==> config.mk <==
export PLATFORM = sky130hd
export DESIGN_NAME = utf8_stream_decoder
export DESIGN_NICKNAME = d
export VERILOG_FILES = /design/src/utf8d_pkg.sv /design/src/utf8d_decode.sv /design/src/utf8_stream_decoder.sv
export SDC_FILE = /design/constraint.sdc
export NUM_CORES = 1
export LEC_CHECK = 0
export BUFFER_PORTS_ARGS = -buffer_cell sky130_fd_sc_hd__buf_4
export CAP_MARGIN = 5
export CORE_AREA = 3 3 87 89
export CTS_CLUSTER_SIZE = 10
export DETAILED_ROUTE_END_ITERATION = 8
export DIE_AREA = 0 0 90 92
export PLACE_DENSITY_LB_ADDON = 0.1
export SYNTH_ARGS = -nofsm -noshare
export SYNTH_HDL_FRONTEND = slang
export SYNTH_SLANG_ARGS = --single-unit
==> constraint.sdc <==
create_clock -name aclk -period 4.8 [get_ports aclk]
set_input_delay 0.96 -clock aclk [delete_from_list [all_inputs] [get_ports aclk]]
set_output_delay 0.96 -clock aclk [all_outputs]
set_load 0.005 [all_outputs]
==> src/utf8d_pkg.sv <==
// types, constants and lead-byte helpers shared by the utf-8 stream decoder
package utf8d_pkg;

    localparam int CODE_W = 31;
    localparam int LEN_W  = 3;

    localparam logic [7:0] LEAD6_MASK = 8'b1111_1100;
    localparam logic [7:0] LEAD5_MASK = 8'b1111_1000;
    localparam logic [7:0] LEAD4_MASK = 8'b1111_0000;
    localparam logic [7:0] LEAD3_MASK = 8'b1110_0000;
    localparam logic [7:0] LEAD2_MASK = 8'hC0;
    localparam logic [7:0] PAYLOAD_MASK = 8'h3F;

    localparam logic [LEN_W-1:0] LEN_ONE = 3'd1;

    typedef struct packed {
        logic [7:0] text_byte;
        logic       end_of_text;
    } item_t;

    typedef struct packed {
        logic [CODE_W-1:0] code_point;
        logic [LEN_W-1:0]  sequence_length;
        logic              truncated;
        logic              last;
    } result_t;

    typedef struct packed {
        logic    emit;
        result_t res;
    } step_t;

    function automatic logic [LEN_W-1:0] lead_length(input logic [7:0] b);
        logic [LEN_W-1:0] len;
        priority if ((b & LEAD6_MASK) == LEAD6_MASK) len = 3'd6;
        else if ((b & LEAD5_MASK) == LEAD5_MASK) len = 3'd5;
        else if ((b & LEAD4_MASK) == LEAD4_MASK) len = 3'd4;
        else if ((b & LEAD3_MASK) == LEAD3_MASK) len = 3'd3;
        else if ((b & LEAD2_MASK) == LEAD2_MASK) len = 3'd2;
        else len = LEN_ONE;
        return len;
    endfunction

endpackage

==> src/utf8d_decode.sv <==
// sequence state and per-byte decode step
module utf8d_decode
    import utf8d_pkg::*;
(
    input  logic  aclk,
    input  logic  aresetn,
    input  logic  fire,
    input  item_t item,
    output step_t step
);

    logic [LEN_W-1:0]  pending_reg, pending_next;
    logic [LEN_W-1:0]  announced_reg, announced_next;
    logic [CODE_W-1:0] partial_reg, partial_next;

    always_comb begin
        logic [LEN_W-1:0]  len;
        logic [7:0]        lead_mask;
        logic [CODE_W-1:0] lead_bits;
        logic [CODE_W-1:0] shifted;
        logic [LEN_W-1:0]  pend_dec;

        len       = lead_length(item.text_byte);
        lead_mask = PAYLOAD_MASK >> (len - LEN_ONE);
        lead_bits = {{(CODE_W-8){1'b0}}, item.text_byte & lead_mask};
        shifted   = {partial_reg[CODE_W-7:0], item.text_byte[5:0]};
        pend_dec  = pending_reg - LEN_ONE;

        step           = '0;
        pending_next   = '0;
        announced_next = '0;
        partial_next   = '0;

        if (pending_reg == '0) begin
            if (len == LEN_ONE) begin
                step.emit = 1'b1;
                step.res.code_point = item.text_byte[7]
                    ? {{(CODE_W-6){1'b0}}, item.text_byte[5:0]}
                    : {{(CODE_W-8){1'b0}}, item.text_byte};
                step.res.sequence_length = LEN_ONE;
                step.res.last = item.end_of_text;
            end else if (item.end_of_text) begin
                step.emit = 1'b1;
                step.res.code_point = lead_bits;
                step.res.sequence_length = len;
                step.res.truncated = 1'b1;
                step.res.last = 1'b1;
            end else begin
                pending_next   = len - LEN_ONE;
                announced_next = len;
                partial_next   = lead_bits;
            end
        end else begin
            if (pend_dec == '0) begin
                step.emit = 1'b1;
                step.res.code_point = shifted;
                step.res.sequence_length = announced_reg;
                step.res.last = item.end_of_text;
            end else if (item.end_of_text) begin
                step.emit = 1'b1;
                step.res.code_point = shifted;
                step.res.sequence_length = announced_reg;
                step.res.truncated = 1'b1;
                step.res.last = 1'b1;
            end else begin
                pending_next   = pend_dec;
                announced_next = announced_reg;
                partial_next   = shifted;
            end
        end
    end

    always_ff @(posedge aclk) begin
        if (!aresetn) begin
            pending_reg   <= '0;
            announced_reg <= '0;
            partial_reg   <= '0;
        end else if (fire) begin
            pending_reg   <= pending_next;
            announced_reg <= announced_next;
            partial_reg   <= partial_next;
        end
    end

endmodule

==> src/utf8_stream_decoder.sv <==
// Decodes a byte stream under the original six-byte UTF-8 rule, one code point per sequence.
// Takes one byte per cycle with no gaps; a byte is held in the input register and
// its code point, if it ends a sequence, is then written into the result register.
// Only a stalled result register with a new result waiting stops intake. The decode step
// between the two registers is a lead-length priority match and a 6-bit shift-and-or.
// A text that ends mid-sequence yields the bits gathered so far with the truncated flag set.
module utf8_stream_decoder
    import utf8d_pkg::*;
(
    input  logic        aclk,
    input  logic        aresetn,
    input  logic        s_tvalid,
    output logic        s_tready,
    input  logic [7:0]  s_tdata,   // text_byte
    input  logic        s_tlast,   // end_of_text
    output logic        m_tvalid,
    input  logic        m_tready,
    output logic [39:0] m_tdata,   // code_point[30:0], sequence_length[33:31], zero pad
    output logic [0:0]  m_tuser,   // truncated
    output logic        m_tlast    // last
);

    logic    in_valid_reg;
    item_t   in_item_reg;
    logic    out_valid_reg;
    result_t out_res_reg;
    step_t   step;
    logic    out_free;
    logic    stage_go;

    utf8d_decode u_decode (
        .aclk    (aclk),
        .aresetn (aresetn),
        .fire    (stage_go),
        .item    (in_item_reg),
        .step    (step)
    );

    assign out_free = !out_valid_reg || m_tready;
    assign stage_go = in_valid_reg && (out_free || !step.emit);
    assign s_tready = !in_valid_reg || stage_go;

    always_ff @(posedge aclk) begin
        if (!aresetn) begin
            in_valid_reg <= 1'b0;
        end else if (s_tready) begin
            in_valid_reg <= s_tvalid;
        end
    end

    always_ff @(posedge aclk) begin
        if (s_tready && s_tvalid) begin
            in_item_reg.text_byte   <= s_tdata;
            in_item_reg.end_of_text <= s_tlast;
        end
    end

    always_ff @(posedge aclk) begin
        if (!aresetn) begin
            out_valid_reg <= 1'b0;
        end else if (stage_go && step.emit) begin
            out_valid_reg <= 1'b1;
        end else if (m_tready) begin
            out_valid_reg <= 1'b0;
        end
    end

    always_ff @(posedge aclk) begin
        if (stage_go && step.emit) begin
            out_res_reg <= step.res;
        end
    end

    assign m_tvalid = out_valid_reg;
    assign m_tdata  = {6'd0, out_res_reg.sequence_length, out_res_reg.code_point};
    assign m_tuser  = out_res_reg.truncated;
    assign m_tlast  = out_res_reg.last;

    // a truncated result always closes the text
    assert property (@(posedge aclk) disable iff (!aresetn)
        stage_go && step.emit && step.res.truncated |-> step.res.last)
        else $error("truncated result without last");

    // a one-byte sequence can never be cut off
    assert property (@(posedge aclk) disable iff (!aresetn)
        m_tvalid && m_tdata[33:31] == LEN_ONE |-> !m_tuser[0])
        else $error("one-byte sequence flagged truncated");

    // a held item stays in the input register
    assert property (@(posedge aclk) disable iff (!aresetn)
        in_valid_reg && !stage_go |=> in_valid_reg && $stable(in_item_reg))
        else $error("stalled item lost");

    // results always carry a nonzero length
    assert property (@(posedge aclk) disable iff (!aresetn)
        m_tvalid |-> m_tdata[33:31] != '0)
        else $error("result with zero length");

endmodule

; After elaboration in Yosys (flattened, before gate mapping)
; Cells that the tools add are included.
[word_totals]
out_inout_bits = 44
reg_bits = 78
latchBits = 0
mem_bits_ro = 0
elab_cells = 67
memories = 0
in_bits = 13
mem_bits_rw = 0
[classes]
n_addsub = 2
bitwise_logic = 1
n_lt_le_gt_ge = 0
shifts = 1
n_reduce_logical = 14
n_eq_ne = 6
muxes = 32
div = 0
multipliers = 0
[ops]
columns = cell, n
row1 = $mux W37, 3
row2 = $mux W25, 3
row3 = $mux W35, 2
row4 = $mux W3, 14
row5 = $mux W8, 2
row6 = $and A8 B8 Y8, 1
row7 = $shr A6 B3 Y8 const A, 1
row8 = $mux W7, 1
row9 = $eq A6 B6 Y1 const B, 1
row10 = $logic_not A3 Y1, 2
row11 = $mux W1, 6
row12 = $sub A3 B1 Y3 const B, 2
row13 = $eq A5 B5 Y1 const B, 1
row14 = $eq A4 B4 Y1 const B, 1
row15 = $eq A3 B1 Y1 const B, 1
row16 = $eq A3 B3 Y1 const B, 1
row17 = $logic_and A1 B1 Y1, 3
row18 = $logic_not A1 Y1, 3
row19 = $logic_or A1 B1 Y1, 3
row20 = $reduce_bool A3 Y1, 1
row21 = $eq A2 B2 Y1 const B, 1
row22 = $mux W2, 1
row23 = $reduce_and A2 Y1, 1
row24 = $reduce_bool A2 Y1, 1

; Depth between registers and ports, before layout
[logic_depth]
depth_word = 17
mapped_depth = 11

; Cells and area by module
; Synthesis repeated with hierarchy kept, for this count alone.
[hier_totals]
hier_cells = 273
hier_area_um2 = 3284.4
[modules_own_cells]
columns = mod, cells_per_inst, area_per_inst_um2, n_inst
row1 = utf8d_decode, 209, 1766.7, 1
row2 = utf8_stream_decoder, 64, 1517.7, 1

; Worst setup path before layout
; No wires, ideal clock.
[synth_path]
kind = reg-to-reg
startpoint = register in_item_reg[4] (netlist name)
endpoint = register out_res_reg, in the netlist m_tdata[0], enable pin
setup_time_ns = 0.474
t_arrival_ns = 4.310
slack_ns = 0.016
path_stages_with_launch = 9
cell_sequence = edfxtp_1 > inv_1 > o21ai_0 > a21o_2 > ha_1 > a211o_2 > o211ai_1 > nand2_1 > nor3_1
[synth_via]
elab_chain_len = 10
elab_cells_between_ends = 11
cone_classes = 3 x eq/ne / 4 x mux / 4 x reduce/logical
[synth_rtl]
columns = item, line_no
row1 = "start, declared", utf8_stream_decoder.sv:24  ; item_t in_item_reg;
row2 = $eq A5 B5 Y1, utf8d_pkg.sv:36  ; else if ((b & LEAD5_MASK) == LEAD5_MASK) len = 3'd5;
row3 = $mux W3, utf8d_pkg.sv:36
row4 = $mux W3 *, utf8d_pkg.sv:35  ; priority if ((b & LEAD6_MASK) == LEAD6_MASK) len = 3'd6;
row5 = $eq A3 B1 Y1 *, utf8d_decode.sv:35  ; if (len == LEN_ONE) begin
row6 = $mux W35 *, utf8d_decode.sv:35
row7 = $mux W37 *, utf8d_decode.sv:34  ; if (pending_reg == '0) begin
row8 = $logic_not A1 Y1, utf8_stream_decoder.sv:40  ; assign stage_go = in_valid_reg && (out_free || !step.emit);
row9 = $logic_or A1 B1 Y1, utf8_stream_decoder.sv:40
row10 = $logic_and A1 B1 Y1, utf8_stream_decoder.sv:40
row11 = $logic_and A1 B1 Y1 *, utf8_stream_decoder.sv:69  ; if (stage_go && step.emit) begin
row12 = "end signal, assigned", utf8_stream_decoder.sv:70  ; out_res_reg <= step.res;
row13 = "end, declared", utf8_stream_decoder.sv:26  ; result_t out_res_reg;
; Mark *: on every way between the ends. The rest lies on a longest branch, timed or not.
; A chain may end at the register's enable or synchronous reset.

; Worst setup path in the final report
[layout_path]
startpoint = register in_item_reg[5] (netlist name)
endpoint = output port s_tready
[layout_via]
elab_chain_len = 11
elab_cells_between_ends = 13
cone_classes = 4 x eq/ne / 5 x mux / 4 x reduce/logical
[layout_rtl]
columns = item, line_no
row1 = $eq A4 B4 Y1, utf8d_pkg.sv:37  ; else if ((b & LEAD4_MASK) == LEAD4_MASK) len = 3'd4;
row2 = $mux W3, utf8d_pkg.sv:37
row3 = $mux W3, utf8d_pkg.sv:36
row4 = $mux W3 *, utf8d_pkg.sv:35
row5 = $eq A3 B1 Y1 *, utf8d_decode.sv:35
row6 = $mux W35 *, utf8d_decode.sv:35
row7 = $mux W37 *, utf8d_decode.sv:34
row8 = $logic_not A1 Y1 *, utf8_stream_decoder.sv:40
row9 = $logic_or A1 B1 Y1 *, utf8_stream_decoder.sv:40
row10 = $logic_and A1 B1 Y1 *, utf8_stream_decoder.sv:40
row11 = $logic_or A1 B1 Y1 *, utf8_stream_decoder.sv:41  ; assign s_tready = !in_valid_reg || stage_go;
row12 = "end, declared", utf8_stream_decoder.sv:13  ; output logic s_tready,
; Marks and branches as above.

==> results.toml <==
[worst_hold_path]
worst_hold_startpoint = "u_decode.announced_reg[2]"
min_path_type = "flop to flop"
hold_depth = 2

[timing]
fmax_mhz = 314
maxSlewViolCount = 0
tightest_slew_ns = 0.950
post-route-min-period_ns = 3.19
postLayoutSetupSlackWorst_ns = 1.61
post-route-period-util_pct = 66.4
slew_headroom_pct = 36.6
hold_viol = 0
rsz0062_at_grt = "false"
setup_tns_ns = 0
setup_violations = 0
fin_worst_skew_ns = 0.0117

[grt]
top_usage_layer = "met2"
antenna_found_initial = 0
grt_pass1_vias = 2365
grt_use_met2_pct = 27.1
grt_max_degree = 31
use_met3_pct = 4.27
grt_util_met1_pct = 26.1
track_usage_pct = 18.2
grt_pass1_wl_um = 12100
grt-ovfl-total = 0

[clock_network]
cts_tree = "built"
cts_resized = 0
cts_buffer_depth = 2
clock_latency_ns = 0.34
clock_sinks = 78
hold_buffers = 0
cts_buffers = 9
cts_max_level = 3
clkTransAtPathRegs_ns = 0.08
cts_root_buffer = "clkbuf_8"
post_cts_buffers = 0

[route]
routed_wl_um = 7270
wl_per_cell_um = 15.7
drt-initial-drc-count = 194
ant_nets = 0
dr.pass1.iters = 4
vias_per_cell = 5.43
num_vias = 2508
drc = 0

[worst_setup_path]
critPathCaptureType = "output pin"
crit_chain = "o21ai_0 -> a21o_2 -> ha_1 -> a211o_2 -> nand4_1 -> buf_4"
crit_family = "compound AO/OA/AOI/OAI gates"
cp_num_cells = 6
crit_path_start_kind = "flop"
timing.critical_path.slowest_cell_delay_ns = 0.48
r2r_start = "in_item_reg[5]"
cp_max_fo = 8
cp_data_required_time_ns = 3.84
critPathArrivalTime_ns = 2.23
critPathKind = "flop to output pin"
cp_num_buf_inv = 1
cp_slowest_cell = "edfxtp_1"
critical_path.startpoint = "in_item_reg[5]"
worstRegToRegCells = 8

[cells_and_area]
diodes = 0
layout.cells.non_filler = 462
fin_nets = 381
area_delta_synth_final_pct = 17.7
nFillCells = 618
largest_reg_flops = 34
final_common_cell = "buf_4"
drive_gt1_share_pct = 23.2
fin_area_um2 = 4020
final_cell_mix = "buf_4, edfxtp_1, a21oi_1"

[floorplan]
initial_core_util_pct = 50.0
coreArea_um2 = 6830
num_rows = 30
ios = 57
die-area_um2 = 8280
die_w_um = 90
die_y_um = 92

[synth]
ys_types = 46
yosysSeqAreaShare_pct = 58.9
synthCells = 313
syn_area_um2 = 3420
synth_area_per_cell_um2 = 10.9
ys_ff_latch = 78
yosysWarnings = 0

[pwr]
p_total_mw = 1.32
p_leak_nw = 1.51
powerDensity_nw_per_um2 = 329
worst_ir_drop_vdd_mv = 0.236

[flow_run]
cap_violations = 0

[placed_design]
place_ws_ns = 1.89
place_inst = 446
dp_hpwl_um = 4950
gp_routability_congestion = 0.894
io_buffers = 50
placed_area_um2 = 3850

[outcome]
outcome = "completed"
==> routing by layer <==
layer / share of wire (%) / routed length [um]
met4: 1.4 / 100
met5: 0 / 0
met1: 47 / 3400
met2: 45 / 3270
met3: 6.8 / 494
==> cell type report <==
class                      count  area, um^2  share of cell area [%]
timing repair buffer          55         413                    10.3
multi-input combinational    206        1270                    31.6
clock buffer                  11         131                    3.27
inverter                      11        41.3                    1.03
clock inverter                 5        33.8                   0.840
sequential                    78        2010                    50.0
tap                           96         120                    2.99
==> cell usage after synthesis, drive strengths merged <==
cell type | number | area share (%)
a211o | 1 | 0.29
o21a | 1 | 0.22
nor2 | 12 | 1.3
buf | 9 | 1.9
nand4 | 4 | 1.2
o2111ai | 4 | 1.0
nand3 | 23 | 3.4
a31o | 2 | 0.51
a21oi | 41 | 6.1
clkbuf | 14 | 1.5
a2111oi | 3 | 1.3
o31ai | 1 | 0.22
or2 | 1 | 0.18
mux2i | 1 | 0.29
a211oi | 2 | 0.81
or4 | 1 | 0.22
o21ai | 28 | 4.1
edfxtp | 45 | 40
and2 | 26 | 4.8
a21o | 2 | 0.48
nor3 | 5 | 0.73
nand2b | 6 | 1.3
o2bb2ai | 2 | 0.51
conb | 1 | 0.11
a41o | 1 | 0.33
and2b | 1 | 0.22
a31oi | 1 | 0.18
o211ai | 1 | 0.22
or3 | 1 | 0.18
o221ai | 1 | 0.44
o221a | 1 | 0.33
ha | 7 | 2.6
dfxtp | 33 | 19
inv | 11 | 1.2
nand2 | 17 | 1.9
and3 | 1 | 0.18
o211a | 2 | 0.81
==> power by group <==
part,internal (mW),switching (mW),total (mW)
sequential,0.734,0.0161,0.750
clock,0.190,0.235,0.424
combinational,0.0562,0.0904,0.147
total,0.980,0.341,1.32
==> worst register-to-register path: stages (launching register included) <==
cell      delay [ns]
edfxtp_1        0.48
o21ai_0         0.13
a21o_2          0.30
ha_1            0.28
a211o_2         0.40
o211ai_1        0.31
nand2_1         0.24
nor3_2          0.19
buf_4           0.32
==> final timing paths <==
path,to,slack (ns)
setup / recovery,s_tready,1.61
hold / removal,u_decode.announced_reg[2],0.46
setup reg to reg,m_tdata[14],1.83
hold reg to reg,u_decode.announced_reg[2],0.46
==> cell families (layout without fill, tap and decap cells) <==
group           count (synthesis)  count (layout)  synth area share, %
buf+inv                        34              82                 4.65
other cells                     1               6                0.110
compound gates                 94              94                 17.9
simple gates                   98              98                 15.6
flops                          78              78                 58.9
mux                             1               1                0.293
fa+ha+maj                       7               7                 2.56
==> through the flow <==
step | utilization [%] | hold slack [ns]
after floorplan | - | 0.432
after global placement | 56.4 | 0.439
after detailed placement | 56.4 | 0.443
after CTS | 58.8 | 0.455
after global routing | 58.8 | 0.489
final | 58.8 | 0.456
Power figures use the tool's default switching activity.
